$ cat config.mk
export PLATFORM = sky130hd
export DESIGN_NAME = utfc_scan
export DESIGN_NICKNAME = d
export VERILOG_FILES = /design/src/rtl/utfc_pkg.sv /design/src/rtl/utfc_scan.sv
export VERILOG_INCLUDE_DIRS = /design/src /design/src/rtl
export SDC_FILE = /design/constraint.sdc
export NUM_CORES = 1
export LEC_CHECK = 0
export BUFFER_PORTS_ARGS = -buffer_cell sky130_fd_sc_hd__clkbuf_2
export CORE_ASPECT_RATIO = 1.5
export CORE_MARGIN = 3
export CORE_UTILIZATION = 25
export CTS_BUF_LIST = sky130_fd_sc_hd__clkbuf_16
export CTS_CLUSTER_DIAMETER = 120
export DETAILED_ROUTE_END_ITERATION = 6
export GPL_TIMING_DRIVEN = 0
export PLACE_DENSITY_LB_ADDON = 0.05
export SYNTH_ARGS = -nofsm -noshare
export SYNTH_HDL_FRONTEND = slang
export SYNTH_SLANG_ARGS = --single-unit
$ cat constraint.sdc
create_clock -name clock -period 5.2 [get_ports clock]
set_input_delay 0.78 -clock clock [delete_from_list [all_inputs] [get_ports clock]]
set_output_delay 0.78 -clock clock [all_outputs]
set_load 0.03 [all_outputs]
$ cat src/rtl/utf8_text_field_checker_macros.svh
// ----------------------------------------------------------------------------
// utf8 text field checker assertion macros
// shared property forms, clocked on clock and disabled during reset
// ----------------------------------------------------------------------------
`ifndef UTF8_TEXT_FIELD_CHECKER_MACROS_SVH
`define UTF8_TEXT_FIELD_CHECKER_MACROS_SVH

// same-cycle implication
`define UTFC_ASSERT_SAME(name, ante, cons, msg) \
   name: assert property (@(posedge clock) disable iff (reset) (ante) |-> (cons)) \
      else $error(msg);

// next-cycle implication
`define UTFC_ASSERT_NEXT(name, ante, cons, msg) \
   name: assert property (@(posedge clock) disable iff (reset) (ante) |=> (cons)) \
      else $error(msg);

`endif

$ cat src/rtl/utfc_pkg.sv
// ----------------------------------------------------------------------------
// utfc_pkg
// types, codes and helper functions of the utf8 text field checker
// ----------------------------------------------------------------------------
package utfc_pkg;

   localparam int CountWidth = 13;
   localparam int LimitWidth = 12;
   localparam int CpWidth    = 21;

   localparam logic [CountWidth-1:0] COUNT_MAX       = '1;
   localparam logic [LimitWidth-1:0] MAX_BYTES_RESET = 12'd960;
   localparam logic [LimitWidth-1:0] MAX_CHARS_RESET = 12'd240;

   // configuration register indexes
   localparam logic CSR_MAX_BYTES = 1'b0;
   localparam logic CSR_MAX_CHARS = 1'b1;

   typedef enum logic [2:0] {
      FAULT_NONE      = 3'd0,
      FAULT_EMPTY     = 3'd1,
      FAULT_BYTES     = 3'd2,
      FAULT_CHARS     = 3'd3,
      FAULT_MALFORMED = 3'd4,
      FAULT_FORBIDDEN = 3'd5
   } fault_type;

   // allowed range of the next continuation byte
   typedef enum logic [2:0] {
      RANGE_ANY   = 3'd0,
      RANGE_A0_BF = 3'd1,
      RANGE_80_9F = 3'd2,
      RANGE_90_BF = 3'd3,
      RANGE_80_8F = 3'd4
   } range_type;

   typedef struct packed {
      logic [7:0] text_byte;
      logic       has_byte;
      logic       last;
   } req_type;

   typedef struct packed {
      logic       text_ok;
      logic [2:0] fault_code;
   } rsp_type;

   function automatic logic cp_forbidden(input logic [CpWidth-1:0] cp);
      return cp inside {[21'd0:21'd31], [21'd127:21'd159],
                        [21'h2028:21'h202e], [21'h2066:21'h2069]};
   endfunction

   function automatic logic byte_in_range(input logic [7:0] b, input range_type r);
      logic ok;
      case (r)
         RANGE_A0_BF: ok = b inside {[8'ha0:8'hbf]};
         RANGE_80_9F: ok = b inside {[8'h80:8'h9f]};
         RANGE_90_BF: ok = b inside {[8'h90:8'hbf]};
         RANGE_80_8F: ok = b inside {[8'h80:8'h8f]};
         default:     ok = b inside {[8'h80:8'hbf]};
      endcase
      return ok;
   endfunction

endpackage

$ cat src/rtl/utfc_scan.sv
// ----------------------------------------------------------------------------
// utfc_scan
// per-string state, utf8 decode, code point screening and verdict
// ----------------------------------------------------------------------------
`include "utf8_text_field_checker_macros.svh"

module utfc_scan (
   input  logic              clock,
   input  logic              reset,
   input  logic              csr_write_en,
   input  logic              csr_index,
   input  logic [11:0]       csr_wdata,
   input  logic              item_valid,
   input  utfc_pkg::req_type item,
   input  logic              out_ready,
   output logic              take,
   output logic              res_valid,
   output utfc_pkg::rsp_type res
);
   import utfc_pkg::*;

   logic [LimitWidth-1:0] max_bytes_ff, max_chars_ff;
   logic [CountWidth-1:0] byte_count_ff, byte_count_in;
   logic [CountWidth-1:0] char_count_ff, char_count_in;
   logic [1:0]            pending_ff, pending_in;
   logic [CpWidth-1:0]    acc_ff, acc_in;
   range_type             range_ff, range_in;
   logic                  malformed_ff, malformed_in;
   logic                  forbidden_ff, forbidden_in;

   logic [CountWidth-1:0] byte_count_nx, char_count_nx;
   logic [1:0]            pending_nx;
   logic [CpWidth-1:0]    acc_nx;
   range_type             range_nx;
   logic                  malformed_nx, forbidden_nx, malformed_end;
   logic [7:0]            b;
   logic                  is_cont;
   fault_type             fault;

   assign take    = item_valid && out_ready;
   assign b       = item.text_byte;
   assign is_cont = (b[7:6] == 2'b10);

   always_ff @(posedge clock) begin
      if (reset) begin
         max_bytes_ff <= MAX_BYTES_RESET;
         max_chars_ff <= MAX_CHARS_RESET;
      end else if (csr_write_en) begin
         case (csr_index)
            CSR_MAX_BYTES: max_bytes_ff <= csr_wdata;
            CSR_MAX_CHARS: max_chars_ff <= csr_wdata;
            default: ;
         endcase
      end
   end

   // one byte through the decoder
   always_comb begin
      byte_count_nx = byte_count_ff;
      char_count_nx = char_count_ff;
      pending_nx    = pending_ff;
      acc_nx        = acc_ff;
      range_nx      = range_ff;
      malformed_nx  = malformed_ff;
      forbidden_nx  = forbidden_ff;
      if (item.has_byte) begin
         if (byte_count_ff != COUNT_MAX) begin
            byte_count_nx = byte_count_ff + 1'b1;
         end
         if (!is_cont && char_count_ff != COUNT_MAX) begin
            char_count_nx = char_count_ff + 1'b1;
         end
         if (pending_ff != 2'd0) begin
            if (byte_in_range(b, range_ff)) begin
               acc_nx     = {acc_ff[CpWidth-7:0], b[5:0]};
               range_nx   = RANGE_ANY;
               pending_nx = pending_ff - 1'b1;
               if (pending_ff == 2'd1 && cp_forbidden(acc_nx)) begin
                  forbidden_nx = 1'b1;
               end
            end else begin
               malformed_nx = 1'b1;
               pending_nx   = 2'd0;
               range_nx     = RANGE_ANY;
            end
         end else if (b < 8'h80) begin
            acc_nx = {13'd0, b};
            if (cp_forbidden(acc_nx)) begin
               forbidden_nx = 1'b1;
            end
         end else if (b < 8'hc2) begin
            malformed_nx = 1'b1;
         end else if (b < 8'he0) begin
            pending_nx = 2'd1;
            acc_nx     = {16'd0, b[4:0]};
            range_nx   = RANGE_ANY;
         end else if (b == 8'he0) begin
            pending_nx = 2'd2;
            acc_nx     = '0;
            range_nx   = RANGE_A0_BF;
         end else if (b == 8'hed) begin
            pending_nx = 2'd2;
            acc_nx     = {17'd0, b[3:0]};
            range_nx   = RANGE_80_9F;
         end else if (b < 8'hf0) begin
            pending_nx = 2'd2;
            acc_nx     = {17'd0, b[3:0]};
            range_nx   = RANGE_ANY;
         end else if (b == 8'hf0) begin
            pending_nx = 2'd3;
            acc_nx     = '0;
            range_nx   = RANGE_90_BF;
         end else if (b < 8'hf4) begin
            pending_nx = 2'd3;
            acc_nx     = {18'd0, b[2:0]};
            range_nx   = RANGE_ANY;
         end else if (b == 8'hf4) begin
            pending_nx = 2'd3;
            acc_nx     = 21'd4;
            range_nx   = RANGE_80_8F;
         end else begin
            malformed_nx = 1'b1;
         end
      end
   end

   // verdict, smallest fault code wins
   always_comb begin
      malformed_end = malformed_nx || (pending_nx != 2'd0);
      if (byte_count_nx == '0) begin
         fault = FAULT_EMPTY;
      end else if (byte_count_nx > {1'b0, max_bytes_ff}) begin
         fault = FAULT_BYTES;
      end else if (char_count_nx > {1'b0, max_chars_ff}) begin
         fault = FAULT_CHARS;
      end else if (malformed_end) begin
         fault = FAULT_MALFORMED;
      end else if (forbidden_nx) begin
         fault = FAULT_FORBIDDEN;
      end else begin
         fault = FAULT_NONE;
      end
   end

   assign res_valid      = take && item.last;
   assign res.text_ok    = (fault == FAULT_NONE);
   assign res.fault_code = fault;

   always_comb begin
      byte_count_in = byte_count_ff;
      char_count_in = char_count_ff;
      pending_in    = pending_ff;
      acc_in        = acc_ff;
      range_in      = range_ff;
      malformed_in  = malformed_ff;
      forbidden_in  = forbidden_ff;
      if (take) begin
         if (item.last) begin
            byte_count_in = '0;
            char_count_in = '0;
            pending_in    = 2'd0;
            acc_in        = '0;
            range_in      = RANGE_ANY;
            malformed_in  = 1'b0;
            forbidden_in  = 1'b0;
         end else begin
            byte_count_in = byte_count_nx;
            char_count_in = char_count_nx;
            pending_in    = pending_nx;
            acc_in        = acc_nx;
            range_in      = range_nx;
            malformed_in  = malformed_nx;
            forbidden_in  = forbidden_nx;
         end
      end
   end

   always_ff @(posedge clock) begin
      if (reset) begin
         byte_count_ff <= '0;
         char_count_ff <= '0;
         pending_ff    <= 2'd0;
         acc_ff        <= '0;
         range_ff      <= RANGE_ANY;
         malformed_ff  <= 1'b0;
         forbidden_ff  <= 1'b0;
      end else begin
         byte_count_ff <= byte_count_in;
         char_count_ff <= char_count_in;
         pending_ff    <= pending_in;
         acc_ff        <= acc_in;
         range_ff      <= range_in;
         malformed_ff  <= malformed_in;
         forbidden_ff  <= forbidden_in;
      end
   end

   // a restricted range only follows a three or four byte lead
   `UTFC_ASSERT_SAME(a_range_needs_pending, range_ff != RANGE_ANY, pending_ff >= 2'd2, "range set without owed bytes")
   `UTFC_ASSERT_SAME(a_chars_le_bytes, 1'b1, char_count_ff <= byte_count_ff, "char count above byte count")
   `UTFC_ASSERT_NEXT(a_clear_after_last, take && item.last, byte_count_ff == '0 && pending_ff == 2'd0 && !malformed_ff, "string state not cleared after verdict")

endmodule

; Word level (Yosys, flattened, before mapping)
; Cells that the tools add are included.
[totals]
reg_bits = 72
latch_bits = 0
mem_bits_rw = 0
rom_bits = 0
inputBits = 28
output_inout_bits = 6
word_cells = 162
n_memories = 0
[op_classes]
add_sub_neg = 3
mul = 0
div_mod_pow = 0
n_lt_le_gt_ge = 29
eq_ne = 16
shift = 0
n_mux = 72
bitwise = 1
n_reduce_logical = 32
[ops]
columns = op, n
row1 = 2-to-1 mux 15 bit, 13
row2 = 2-to-1 mux 13 bit, 6
row3 = 2-to-1 mux 3 bit, 17
row4 = greater-or-equal comparator 21 x 14 -> 1 bit (second input constant), 2
row5 = less-or-equal comparator 21 x 14 -> 1 bit (second input constant), 2
row6 = less-than comparator 8 bit (second input constant), 5
row7 = == test 8 bit (second input constant), 4
row8 = less-or-equal comparator 8 bit (second input constant), 4
row9 = greater-or-equal comparator 8 x 14 -> 1 bit (second input constant), 2
row10 = less-or-equal comparator 8 x 14 -> 1 bit (second input constant), 2
row11 = adder 13 x 1 -> 13 bit (second input constant), 2
row12 = > comparator 13 x 12 -> 1 bit, 2
row13 = 2-to-1 mux 2 bit, 13
row14 = inequality test 13 bit (second input constant), 2
row15 = greater-or-equal comparator 8 bit (second input constant), 3
row16 = 2-to-1 mux 1 bit, 22
row17 = greater-or-equal comparator 21 x 1 -> 1 bit (second input constant), 1
row18 = greater-or-equal comparator 21 x 7 -> 1 bit (second input constant), 1
row19 = less-or-equal comparator 21 x 5 -> 1 bit (second input constant), 1
row20 = less-or-equal comparator 21 x 8 -> 1 bit (second input constant), 1
row21 = logical AND 1 bit, 17
row22 = logical NOT 13 bit, 1
row23 = AND reduction 5 bit, 2
row24 = nonzero test 10 bit, 1
row25 = 21 further kinds, 27

; Depth between registers and ports, before layout
; Gate-level depths: netlist (run 1).
[logic_depth]
depth_word = 19
ltp_mapped = 14
depth_no_buf = 14

; Least setup slack after synthesis (run 1)
; Ideal clock, no wire load.
[synth_timing]
kind = input -> output
from = input item[8] (netlist name)
to = output res[3] (netlist name)
arrival_ps = 4317
required_time_ps = 4420
setup_slack_ps = 103
stages = 13
path_buffers = 1
cell_sequence = buf_2 -> nand2b_1 -> nand2_1 -> nor2_1 -> mux2_2 -> ha_1 -> nor2b_1 -> o211a_1 -> a2111oi_0 -> o311a_1 -> o31ai_1 -> or2_2 -> nor4_1
[synth_lines]
columns = item, line_no
row1 = "start, declared", utfc_scan.sv:14  ; input utfc_pkg::req_type item,
row2 = "end, declared", utfc_scan.sv:18  ; output utfc_pkg::rsp_type res

==> results of run 1 <==
cell usage in the layout, fill, tap and decap left out, drive strengths merged, types with 11 or more instances in the layout:
cell type,count
nor2,58
inv,36
o21ai,18
a21oi,58
xor2,11
ha,28
nand2,71
dfxtp,72
nand4,16
buf,13
nor3,16
nor4,11
clkbuf,62
nand3,20
a22oi,17
how the worst min path moves through the flow:
stage	start	to	slack, ns
after CTS	acc_ff[12]	acc_ff[12]	0.46
after detailed placement	acc_ff[9]	acc_ff[9]	0.45
after global routing	acc_ff[9]	acc_ff[9]	0.46
after global placement	acc_ff[14]	acc_ff[14]	0.44
final	max_chars_ff[11]	max_chars_ff[11]	0.45
after floorplan	acc_ff[12]	acc_ff[12]	0.43
sequential cells by signal, summed over array words and instances, names as in the netlist:
name and flops:
char_count_ff 13, forbidden_ff 1, max_bytes_ff 12, max_chars_ff 12, acc_ff 15, pending_ff 2, range_ff 3, malformed_ff 1
byte_count_ff 13
what timing repair did:
item	4_1_cts	5_1_grt
setup buffers	0	2
pin swaps	0	1
resized for setup	6	9
endpoints found under the setup margin	4	4
layer usage:
layer / share of wire / vias to the layer above / routed length, um / GRT usage
met1: 0.42 / 2089 / 6383 / 0.1833
met2: 0.53 / 64 / 8123 / 0.2954
met5: 0 / - / 0 / 0
met3: 0.029 / 18 / 449 / 0.02704
li1: - / 2178 / - / -
met4: 0.019 / 0 / 291 / 0.05975
final cells by class:
| class | instances | area (um2) |
|---|---|---|
| clock buffers | 9 | 225.2 |
| clock inverters | 6 | 52.55 |
| inverters | 35 | 131.4 |
| flip-flops and latches | 72 | 1441 |
| plain buffers | 35 | 151.4 |
| well taps | 213 | 266.5 |
| multi-input cells | 441 | 2830 |
| repair buffers | 31 | 162.7 |
| fillers | 1904 | 12230 |
metrics by stage:
stage | TNS (ns) | total power (uW) | setup WS (ns) | std cells | area [um2]
after floorplan | 0 | 681.8 | 0.1025 | 583 | 4487
after CTS | 0 | 1355 | 0.006074 | 840 | 5200
after detailed placement | -0.7754 | 743.3 | -0.2460 | 825 | 4898
final | 0 | 1335 | 0.2026 | 842 | 5261
after global routing | -0.02882 | 1403 | -0.02882 | 842 | 5261
after global placement | -0.7319 | 743.1 | -0.2402 | 825 | 4898
worst max-delay path, delay by kind of cell:
kind	cells	cell delay, ns
muxes	1	0.39
and+or+nand+nor	5	1.15
buffers and inverters	3	0.66
AOI/OAI and AO/OA	4	0.93
adders and majority gates	1	0.30
power breakdown:
| part | leakage, uW | total, uW | internal (uW) | switching, uW |
|---|---|---|---|---|
| clock network | 0.000144 | 603 | 363 | 240 |
| logic | 0.00140 | 162 | 53.5 | 109 |
| registers | 0.000584 | 570 | 564 | 6.21 |
| total | 0.00213 | 1330 | 980 | 355 |
kinds of logic after synthesis:
logic type      after synthesis
compound gates              141
xor+xnor                     20
fa+ha+maj                    28
buf+inv                      70
flops                        72
mux                           6
simple gates                246
==> run_summary.xml, run 1 <==
<?xml version="1.0" encoding="UTF-8"?>
<metrics>
  <group name="outcome">
    <metric name="run_status" unit="">complete, no violations</metric>
  </group>
  <group name="routing">
    <metric name="antenna_violating_nets_post_route" unit="">0</metric>
    <metric name="wirelength_per_cell" unit="um">18.11</metric>
    <metric name="via_per_inst" unit="">5.165</metric>
    <metric name="post-route-drc-count" unit="">0</metric>
    <metric name="detailedRoute.firstPassIterationCount" unit="">4</metric>
    <metric name="drt_wl_total" unit="um">15250</metric>
    <metric name="drt_iter0_markers" unit="">201</metric>
    <metric name="detailroute.via_count" unit="">4349</metric>
  </group>
  <group name="pwr">
    <metric name="leakage_power_of_the_design" unit="uW">0.002131</metric>
    <metric name="vdd_drop_max" unit="mV">0.1050</metric>
    <metric name="power_per_cell_area" unit="nW/um2">253.7</metric>
  </group>
  <group name="synthesis">
    <metric name="synth_area_per_cell" unit="um2">7.696</metric>
    <metric name="post_synth_most_frequent_cells" unit="">dfxtp_1 (72), nand2_1 (71), a21oi_1 (58), nor2_1 (58), inv_1 (35)</metric>
    <metric name="synth.yosys.warnings" unit="">0</metric>
    <metric name="netlist.area_leader.share" unit="">0.3212</metric>
    <metric name="synthCells" unit="">583</metric>
    <metric name="top_cells_by_area_synth" unit="">dfxtp_1 (32%), ha_1 (7.8%), a21oi_1 (6.5%)</metric>
    <metric name="synth_compound_area_frac" unit="">0.1994</metric>
    <metric name="yosys-mux-area-fraction" unit="">0.01478</metric>
    <metric name="synth_edf_count" unit="">0</metric>
    <metric name="synth_simple_gate_area_frac" unit="">0.2850</metric>
    <metric name="netlist.top_cell.by_area" unit="">dfxtp_1</metric>
    <metric name="asyncSetResetFlopFracSynth" unit="">0</metric>
    <metric name="seq_area_frac_synth" unit="">0.3212</metric>
    <metric name="cell_area_after_synthesis" unit="um2">4487</metric>
    <metric name="postSynthRegisterBits" unit="">72</metric>
    <metric name="largest_family_of_logic_cells_by_synthesized_area" unit="">simple AND/OR/NAND/NOR gates</metric>
    <metric name="yosys.cell_types.count" unit="">63</metric>
    <metric name="yosys.cell_count.top_type" unit="">dfxtp_1</metric>
    <metric name="post_synthesis_share_of_cell_area_spent_on_xor_and_xnor_gates" unit="">0.03904</metric>
    <metric name="synth_fa_ha_area_frac" unit="">0.07808</metric>
    <metric name="ys.flop_type" unit="">dfxtp_1</metric>
    <metric name="syn-num-nets" unit="">639</metric>
  </group>
  <group name="timing">
    <metric name="min_period_over_period" unit="">0.9610</metric>
    <metric name="worst_clock_skew" unit="ns">0.008133</metric>
    <metric name="post-route-min-period" unit="ns">4.997</metric>
    <metric name="final_max_slew_viol_count" unit="">0</metric>
    <metric name="hold_viol_final" unit="">0</metric>
    <metric name="holdWs" unit="ns">0.4543</metric>
    <metric name="final-setup-viol-count" unit="">0</metric>
    <metric name="max_slew_margin" unit="">0.4247</metric>
    <metric name="upper_clock_frequency_limit" unit="MHz">200.1</metric>
    <metric name="worstMarginPinSlew" unit="ns">0.8630</metric>
  </group>
  <group name="clocking">
    <metric name="cts.path.max_buffers" unit="">2</metric>
    <metric name="cts-buffers-inserted" unit="">9</metric>
    <metric name="path_clk_slew" unit="ns">0.06</metric>
    <metric name="cts_num_sinks" unit="">72</metric>
    <metric name="clock_tree.root_cell" unit="">clkbuf_16</metric>
    <metric name="holdBufCountCts" unit="">0</metric>
    <metric name="htree_num_levels" unit="">3</metric>
    <metric name="tritoncts_clock_tree" unit="">done</metric>
    <metric name="clock_network_latency_to_the_later_pin_of_the_worst_skew_pair" unit="ns">0.34</metric>
  </group>
  <group name="finish">
    <metric name="layout.core_utilization" unit="">0.3007</metric>
    <metric name="num-nets-final" unit="">681</metric>
    <metric name="n_antenna_cell" unit="">0</metric>
    <metric name="drive_above_1_share" unit="">0.1192</metric>
    <metric name="syn_to_final_growth" unit="%">17.26</metric>
  </group>
  <group name="run">
    <metric name="cap_violations" unit="">0</metric>
  </group>
  <group name="worst_hold_path">
    <metric name="holdPathStages" unit="">2</metric>
    <metric name="worstHoldPathType" unit="">reg -&gt; reg</metric>
  </group>
  <group name="floorplan">
    <metric name="std_cell_rows" unit="">59</metric>
    <metric name="die_width" unit="um">115.4</metric>
    <metric name="floorplan.io_pins" unit="">34</metric>
    <metric name="floorplan.die_area" unit="um2">19620</metric>
    <metric name="floorplan.die.height" unit="um">170.1</metric>
    <metric name="design.core.area" unit="um2">17500</metric>
    <metric name="starting_density" unit="">0.2565</metric>
  </group>
  <group name="global_routing">
    <metric name="number_of_antenna_violations_at_the_first_check_in_global_routing" unit="">0</metric>
    <metric name="grt_max_degree" unit="">12</metric>
    <metric name="grt_util_all_layers" unit="">0.1608</metric>
    <metric name="grt-ovfl-total" unit="">0</metric>
    <metric name="grt_pass1_wl" unit="um">23890</metric>
    <metric name="grt_pass1_vias" unit="">4430</metric>
  </group>
  <group name="setup_path">
    <metric name="worst_path_cell_with_the_longest_stage_delay" unit="">mux2_2</metric>
    <metric name="worstReg2RegStart" unit="">pending_ff[1]</metric>
    <metric name="crit_path_max_fanout" unit="">10</metric>
    <metric name="worstPathCellList" unit="">clkbuf_2 &gt; clkbuf_4 &gt; nand2_1 &gt; nor2_4 &gt; mux2_2 &gt; ha_1 &gt; nor2b_1 &gt; o211a_1 &gt; a2111oi_2 &gt; o311a_1 &gt; o31ai_2 &gt; or2_2 &gt; nor4_1 &gt; buf_4</metric>
    <metric name="startpoint" unit="">item[1]</metric>
    <metric name="cp-start-kind" unit="">primary input</metric>
    <metric name="setup.worst_path.class" unit="">in -&gt; out</metric>
    <metric name="reg2reg_slack" unit="ns">2.59</metric>
    <metric name="worst_ep_arrival_time" unit="ns">4.22</metric>
    <metric name="reg2reg_to" unit="">acc_ff[11]</metric>
    <metric name="cp.required" unit="ns">4.42</metric>
    <metric name="timing.critical_path.slowest_cell_delay" unit="ns">0.39</metric>
    <metric name="worstRegToRegCells" unit="">11</metric>
    <metric name="setup.worst_path.end_class" unit="">output pin</metric>
    <metric name="critical_path.endpoint" unit="">res[3]</metric>
  </group>
  <group name="place">
    <metric name="gp_congestion" unit="">0.7920</metric>
    <metric name="numPortBuffers" unit="">29</metric>
    <metric name="dp_hpwl" unit="um">11770</metric>
  </group>
</metrics>
Power figures use the tool's default switching activity.
==> inputs of run 2 (changes only) <==
==> constraint.sdc (replaced) <==
create_clock -name clock -period 5.2 [get_ports clock]
set_input_delay 0.52 -clock clock [delete_from_list [all_inputs] [get_ports clock]]
set_output_delay 0.52 -clock clock [all_outputs]
set_load 0.03 [all_outputs]
==> run_summary.xml, run 2 (synthesis gave the netlist of run 1 again) <==
<?xml version="1.0" encoding="UTF-8"?>
<metrics>
  <group name="timing">
    <metric name="min_period_over_period" unit="">0.9398</metric>
    <metric name="rsz_0062_raised_after_global_routing" unit="">no</metric>
    <metric name="fin_tns_setup" unit="ns">0</metric>
    <metric name="worstMarginPinSlew" unit="ns">0.8290</metric>
    <metric name="max_slew_margin" unit="">0.4423</metric>
    <metric name="upper_clock_frequency_limit" unit="MHz">204.6</metric>
    <metric name="hold_viol_final" unit="">0</metric>
    <metric name="worst_clock_skew" unit="ns">0.008826</metric>
    <metric name="final_max_slew_viol_count" unit="">0</metric>
    <metric name="crit_path_setup_slack_layout" unit="ns">0.3130</metric>
    <metric name="post-route-min-period" unit="ns">4.887</metric>
    <metric name="final-setup-viol-count" unit="">0</metric>
  </group>
  <group name="run">
    <metric name="cap_violations" unit="">0</metric>
  </group>
  <group name="global_routing">
    <metric name="grt_pass1_vias" unit="">4429</metric>
    <metric name="grt_util_all_layers" unit="">0.1611</metric>
    <metric name="grt_max_degree" unit="">12</metric>
    <metric name="grt-ovfl-total" unit="">0</metric>
    <metric name="grt_pass1_wl" unit="um">23960</metric>
    <metric name="number_of_antenna_violations_at_the_first_check_in_global_routing" unit="">0</metric>
  </group>
  <group name="routing">
    <metric name="drt_wl_total" unit="um">15070</metric>
    <metric name="via_per_inst" unit="">5.167</metric>
    <metric name="drt_iter0_markers" unit="">180</metric>
    <metric name="detailedRoute.firstPassIterationCount" unit="">4</metric>
    <metric name="detailroute.via_count" unit="">4340</metric>
    <metric name="post-route-drc-count" unit="">0</metric>
    <metric name="antenna_violating_nets_post_route" unit="">0</metric>
    <metric name="wirelength_per_cell" unit="um">17.94</metric>
  </group>
  <group name="finish">
    <metric name="fillCellCount" unit="">1905</metric>
    <metric name="drive_above_1_share" unit="">0.1053</metric>
    <metric name="reg.largest.list" unit="">acc_ff x15, byte_count_ff x13, char_count_ff x13</metric>
    <metric name="num-nets-final" unit="">679</metric>
    <metric name="final_cell_mix" unit="">dfxtp_1 (72), nand2_1 (71), nor2_1 (58), a21oi_1 (58), inv_1 (36)</metric>
    <metric name="layout_commonest_cell" unit="">dfxtp_1</metric>
    <metric name="syn_to_final_growth" unit="%">15.53</metric>
    <metric name="largest_register" unit="">acc_ff</metric>
    <metric name="largest_reg_flops" unit="">15</metric>
    <metric name="n_antenna_cell" unit="">0</metric>
  </group>
  <group name="floorplan">
    <metric name="design.core.area" unit="um2">17500</metric>
    <metric name="floorplan.die.height" unit="um">170.1</metric>
    <metric name="std_cell_rows" unit="">59</metric>
    <metric name="floorplan.die_area" unit="um2">19620</metric>
    <metric name="starting_density" unit="">0.2565</metric>
    <metric name="die_width" unit="um">115.4</metric>
    <metric name="floorplan.io_pins" unit="">34</metric>
  </group>
  <group name="pwr">
    <metric name="pwr-share-comb" unit="">0.120</metric>
    <metric name="power_per_cell_area" unit="nW/um2">256.3</metric>
    <metric name="sequentialPowerShare" unit="">0.429</metric>
    <metric name="leakage_power_of_the_design" unit="uW">0.002096</metric>
    <metric name="power.switching" unit="uW">350.9</metric>
    <metric name="power_switching_share" unit="">0.2641</metric>
    <metric name="vdd_drop_max" unit="mV">0.1048</metric>
    <metric name="clock_power_share" unit="">0.451</metric>
    <metric name="p_int" unit="uW">977.9</metric>
    <metric name="total_power" unit="uW">1329</metric>
  </group>
  <group name="clocking">
    <metric name="clock_tree.root_cell" unit="">clkbuf_16</metric>
    <metric name="cts-buffers-inserted" unit="">9</metric>
    <metric name="path_clk_slew" unit="ns">0.06</metric>
    <metric name="tritoncts_clock_tree" unit="">done</metric>
    <metric name="clock_network_latency_to_the_later_pin_of_the_worst_skew_pair" unit="ns">0.34</metric>
    <metric name="htree_num_levels" unit="">3</metric>
    <metric name="cts.path.max_buffers" unit="">2</metric>
    <metric name="cts_num_sinks" unit="">72</metric>
  </group>
  <group name="setup_path">
    <metric name="cp.required" unit="ns">4.68</metric>
    <metric name="timing.critical_path.slowest_cell_delay" unit="ns">0.47</metric>
    <metric name="worstReg2RegStart" unit="">pending_ff[1]</metric>
    <metric name="reg2reg_slack" unit="ns">2.59</metric>
    <metric name="reg2reg_to" unit="">acc_ff[11]</metric>
    <metric name="timing.critical_path.mode_cell" unit="">clkbuf_2</metric>
    <metric name="worstPathCellList" unit="">clkbuf_2 &gt; nand4_1 &gt; nor4_2 &gt; nor2_1 &gt; and4_1 &gt; xnor2_1 &gt; inv_1 &gt; ha_1 &gt; o211a_1 &gt; a2111oi_1 &gt; o311a_1 &gt; o31ai_1 &gt; or2_2 &gt; nor4_1 &gt; clkbuf_2</metric>
    <metric name="setup.worst_path.class" unit="">reg -&gt; out</metric>
    <metric name="cp-start-kind" unit="">register</metric>
    <metric name="crit_path_max_fanout" unit="">8</metric>
    <metric name="worst_ep_arrival_time" unit="ns">4.37</metric>
    <metric name="worstRegToRegCells" unit="">11</metric>
    <metric name="setup.worst_path.end_class" unit="">output pin</metric>
    <metric name="worst_path_cell_with_the_longest_stage_delay" unit="">a2111oi_1</metric>
  </group>
  <group name="worst_hold_path">
    <metric name="hold-path-endpoint" unit="">max_chars_ff[3]</metric>
    <metric name="holdPathStages" unit="">3</metric>
    <metric name="min_from" unit="">csr_wdata[3]</metric>
    <metric name="worstHoldPathType" unit="">in -&gt; reg</metric>
  </group>
  <group name="place">
    <metric name="numPortBuffers" unit="">29</metric>
    <metric name="gp_congestion" unit="">0.7920</metric>
    <metric name="dp_hpwl" unit="um">11770</metric>
    <metric name="dpl_worst_slack" unit="ns">0.2740</metric>
  </group>
  <group name="outcome">
    <metric name="run_status" unit="">complete, no violations</metric>
  </group>
</metrics>
run 2: layout make-up:
cell class / count / area (um2) / share of cell area
Buffer: 35 / 148.9 / 0.02872
Sequential cell: 72 / 1441 / 0.2781
Timing Repair Buffer: 29 / 145.1 / 0.02800
Tap cell: 213 / 266.5 / 0.05141
Clock inverter: 6 / 52.55 / 0.01014
Clock buffer: 9 / 225.2 / 0.04345
Multi-Input combinational cell: 441 / 2773 / 0.5349
Inverter: 35 / 131.4 / 0.02534
run 2: power by group through the flow:
stage | registers [uW] | logic, uW | clock network, uW
2_1_floorplan | 580 | 102 | 0
3_3_place_gp | 582 | 161 | 0
3_5_place_dp | 582 | 161 | 0
4_1_cts | 570 | 162 | 623
5_1_grt | 571 | 179 | 650
6_report | 570 | 159 | 600
run 2: repair_timing:
| item | CTS | global route |
|---|---|---|
| gates resized for setup | 0 | 2 |
| buffers inserted | 0 | 0 |
| hold buffers | 0 | 0 |
| endpoints found under the setup margin | 0 | 2 |
run 2: layer usage:
layer	global-route usage	routed length, um
met1	0.1839	6420
met2	0.2956	7910
met3	0.02704	391
met4	0.05975	346
met5	0	0
run 2: stage by stage:
stage          cell area, um2  hold slack [ns]  std cells    util
3_3_place_gp             4898           0.4377        825  0.2800
3_5_place_dp             4898           0.4458        825  0.2800
2_1_floorplan            4487           0.4316        583       -
6_report                 5184           0.4194        840  0.2963
4_1_cts                  5176           0.4033        840  0.2959
5_1_grt                  5184           0.4189        840  0.2963
run 2: worst max-delay path, delay by kind of cell, from the launching register on:
family,cells,cell delay (ns)
DFF,1,0.31
xor gates and xnor gates,1,0.21
buffers and inverters,3,0.53
and+or+nand+nor,6,1.69
AOI/OAI and AO/OA,4,0.96
adders and majority gates,1,0.33
run 2: worst max-delay path by stage:
stage | from | end | slack (ns) | cells after the start
final | char_count_ff[4] | res[3] | 0.31 | 15
after global routing | item[1] | res[3] | 0.01 | 14
after CTS | char_count_ff[4] | res[3] | 0.11 | 15
after detailed placement | item[8] | res[1] | 0.27 | 13
after global placement | item[8] | res[1] | 0.28 | 13
after floorplan | item[8] | res[3] | 0.62 | 13
==> inputs of run 3 (changes only) <==
clock period = 4.3 ns   (was 5.2 ns; I/O delays follow)
==> run_summary.xml, run 3 (synthesis gave the netlist of run 1 again) <==
<?xml version="1.0" encoding="UTF-8"?>
<metrics>
  <group name="outcome">
    <metric name="run_status" unit="">complete, no violations</metric>
  </group>
  <group name="routing">
    <metric name="detailroute.via_count" unit="">4433</metric>
    <metric name="wirelength_per_cell" unit="um">18.09</metric>
    <metric name="antenna_violating_nets_post_route" unit="">0</metric>
    <metric name="post-route-drc-count" unit="">0</metric>
    <metric name="via_per_inst" unit="">5.221</metric>
    <metric name="detailedRoute.firstPassIterationCount" unit="">6</metric>
    <metric name="drt_wl_total" unit="um">15360</metric>
    <metric name="drt_iter0_markers" unit="">205</metric>
  </group>
  <group name="setup_path">
    <metric name="setup.worst_path.class" unit="">reg -&gt; out</metric>
    <metric name="timing.critical_path.slowest_cell_delay" unit="ns">0.37</metric>
    <metric name="crit_path_max_fanout" unit="">7</metric>
    <metric name="crit_family" unit="">simple AND/OR/NAND/NOR gates</metric>
    <metric name="cp.required" unit="ns">3.87</metric>
    <metric name="cp-start-kind" unit="">register</metric>
    <metric name="worstPathCellList" unit="">clkbuf_4 &gt; nand4_1 &gt; nor4_4 &gt; buf_4 &gt; nor4_4 &gt; buf_4 &gt; and3_1 &gt; xor2_1 &gt; ha_1 &gt; o21ai_0 &gt; nand2b_1 &gt; a21oi_2 &gt; o31ai_4 &gt; or2_4 &gt; nor4_4 &gt; buf_6</metric>
    <metric name="path_buf_inv" unit="">4</metric>
    <metric name="worst_ep_arrival_time" unit="ns">3.71</metric>
    <metric name="setup.worst_path.end_class" unit="">output pin</metric>
    <metric name="timing.critical_path.mode_cell" unit="">nor4_4</metric>
    <metric name="worst_path_cell_with_the_longest_stage_delay" unit="">nor4_4</metric>
  </group>
  <group name="clocking">
    <metric name="holdBufCountCts" unit="">0</metric>
    <metric name="cts_num_sinks" unit="">72</metric>
    <metric name="cts-buffers-inserted" unit="">9</metric>
    <metric name="clock_tree.root_cell" unit="">clkbuf_16</metric>
    <metric name="path_clk_slew" unit="ns">0.06</metric>
    <metric name="htree_num_levels" unit="">3</metric>
    <metric name="tritoncts_clock_tree" unit="">done</metric>
    <metric name="cts.path.max_buffers" unit="">2</metric>
    <metric name="clock_network_latency_to_the_later_pin_of_the_worst_skew_pair" unit="ns">0.34</metric>
  </group>
  <group name="pwr">
    <metric name="leakage_power_of_the_design" unit="uW">0.002225</metric>
    <metric name="power_per_cell_area" unit="nW/um2">316.8</metric>
    <metric name="vdd_drop_max" unit="mV">0.2022</metric>
  </group>
  <group name="finish">
    <metric name="fillCellCount" unit="">1895</metric>
    <metric name="reg.largest.list" unit="">acc_ff x15, byte_count_ff x13, char_count_ff x13</metric>
    <metric name="layout.core_utilization" unit="">0.3165</metric>
    <metric name="drive_above_1_share" unit="">0.1604</metric>
    <metric name="syn_to_final_growth" unit="%">23.40</metric>
    <metric name="num-nets-final" unit="">687</metric>
    <metric name="layout_commonest_cell" unit="">nand2_1</metric>
    <metric name="stdcell_area" unit="um2">5537</metric>
    <metric name="largest_reg_flops" unit="">15</metric>
    <metric name="final_cell_mix" unit="">nand2_1 (71), dfxtp_1 (68), a21oi_1 (57), nor2_1 (55), inv_1 (34)</metric>
    <metric name="largest_register" unit="">acc_ff</metric>
    <metric name="n_antenna_cell" unit="">0</metric>
  </group>
  <group name="timing">
    <metric name="max_slew_margin" unit="">0.4257</metric>
    <metric name="rsz_0062_raised_after_global_routing" unit="">yes</metric>
    <metric name="worstMarginPinSlew" unit="ns">0.8524</metric>
    <metric name="final_max_slew_viol_count" unit="">0</metric>
    <metric name="worst_clock_skew" unit="ns">0.006957</metric>
    <metric name="hold_viol_final" unit="">0</metric>
    <metric name="min_period_over_period" unit="">0.9623</metric>
    <metric name="holdWs" unit="ns">0.3196</metric>
    <metric name="upper_clock_frequency_limit" unit="MHz">241.7</metric>
    <metric name="crit_path_setup_slack_layout" unit="ns">0.1619</metric>
    <metric name="final-setup-viol-count" unit="">0</metric>
    <metric name="post-route-min-period" unit="ns">4.138</metric>
  </group>
  <group name="worst_hold_path">
    <metric name="worstHoldPathType" unit="">in -&gt; reg</metric>
  </group>
  <group name="place">
    <metric name="dpl_worst_slack" unit="ns">-0.3080</metric>
    <metric name="numPortBuffers" unit="">29</metric>
    <metric name="gp_congestion" unit="">0.7741</metric>
    <metric name="dpl-instance-area" unit="um2">4905</metric>
    <metric name="dp_hpwl" unit="um">11900</metric>
  </group>
  <group name="global_routing">
    <metric name="grt_pass1_vias" unit="">4376</metric>
    <metric name="grt_pass1_wl" unit="um">24230</metric>
    <metric name="grt-ovfl-total" unit="">0</metric>
    <metric name="grt_util_all_layers" unit="">0.1615</metric>
    <metric name="number_of_antenna_violations_at_the_first_check_in_global_routing" unit="">0</metric>
    <metric name="grt_max_degree" unit="">13</metric>
  </group>
  <group name="floorplan">
    <metric name="std_cell_rows" unit="">59</metric>
    <metric name="floorplan.die_area" unit="um2">19620</metric>
    <metric name="floorplan.io_pins" unit="">34</metric>
    <metric name="design.core.area" unit="um2">17500</metric>
    <metric name="floorplan.die.height" unit="um">170.1</metric>
    <metric name="starting_density" unit="">0.2565</metric>
    <metric name="die_width" unit="um">115.4</metric>
  </group>
  <group name="run">
    <metric name="cap_violations" unit="">0</metric>
  </group>
</metrics>
-- run 3: metrics by stage --
step / TNS, ns / cells / power (uW)
floorplan: 0 / 583 / 825.5
global placement: -1.215 / 825 / 898.8
detailed placement: -0.8826 / 825 / 899.2
CTS: 0 / 846 / 1785
global route: -0.05200 / 849 / 1839
finish: 0 / 849 / 1754
-- run 3: cell type report --
type	count	area, um2	area share
plain buffers	35	153.9	0.02780
clock buffers	9	225.2	0.04068
inverters	35	131.4	0.02373
well taps	213	266.5	0.04814
multi-input cells	441	2984	0.5390
repair buffers	37	214.0	0.03864
clock inverters	7	110.1	0.01989
flip-flops and latches	72	1451	0.2621
-- run 3: timing repair --
item                                    in CTS  in global routing
gates resized for setup                     27                 27
pin swaps                                    5                 10
endpoints found under the hold margin        0                  0
endpoints found under the setup margin       4                  4
buffers inserted                             5                  3
gates cloned                                 0                  0
-- run 3: worst paths after layout --
check	startpoint	endpoint	slack (ns)	cells after the start
setup reg to reg	pending_ff[1]	acc_ff[10]	1.63	11
setup / recovery	char_count_ff[5]	res[3]	0.16	16
hold reg to reg	acc_ff[11]	acc_ff[11]	0.45	2
hold / removal	csr_wdata[9]	max_bytes_ff[9]	0.32	2
-- run 3: power by group --
group | switching [uW] | internal (uW)
logic | 136 | 68.8
registers | 7.02 | 680
clock network | 300 | 562
total | 443 | 1310
-- run 3: per-layer routing --
| layer | global-route usage | up-vias | wire length [um] |
|---|---|---|---|
| met5 | 0 | - | 0 |
| li1 | - | 2195 | - |
| met3 | 0.02419 | 25 | 444 |
| met2 | 0.2954 | 97 | 8205 |
| met1 | 0.1829 | 2116 | 6256 |
| met4 | 0.06895 | 0 | 449 |
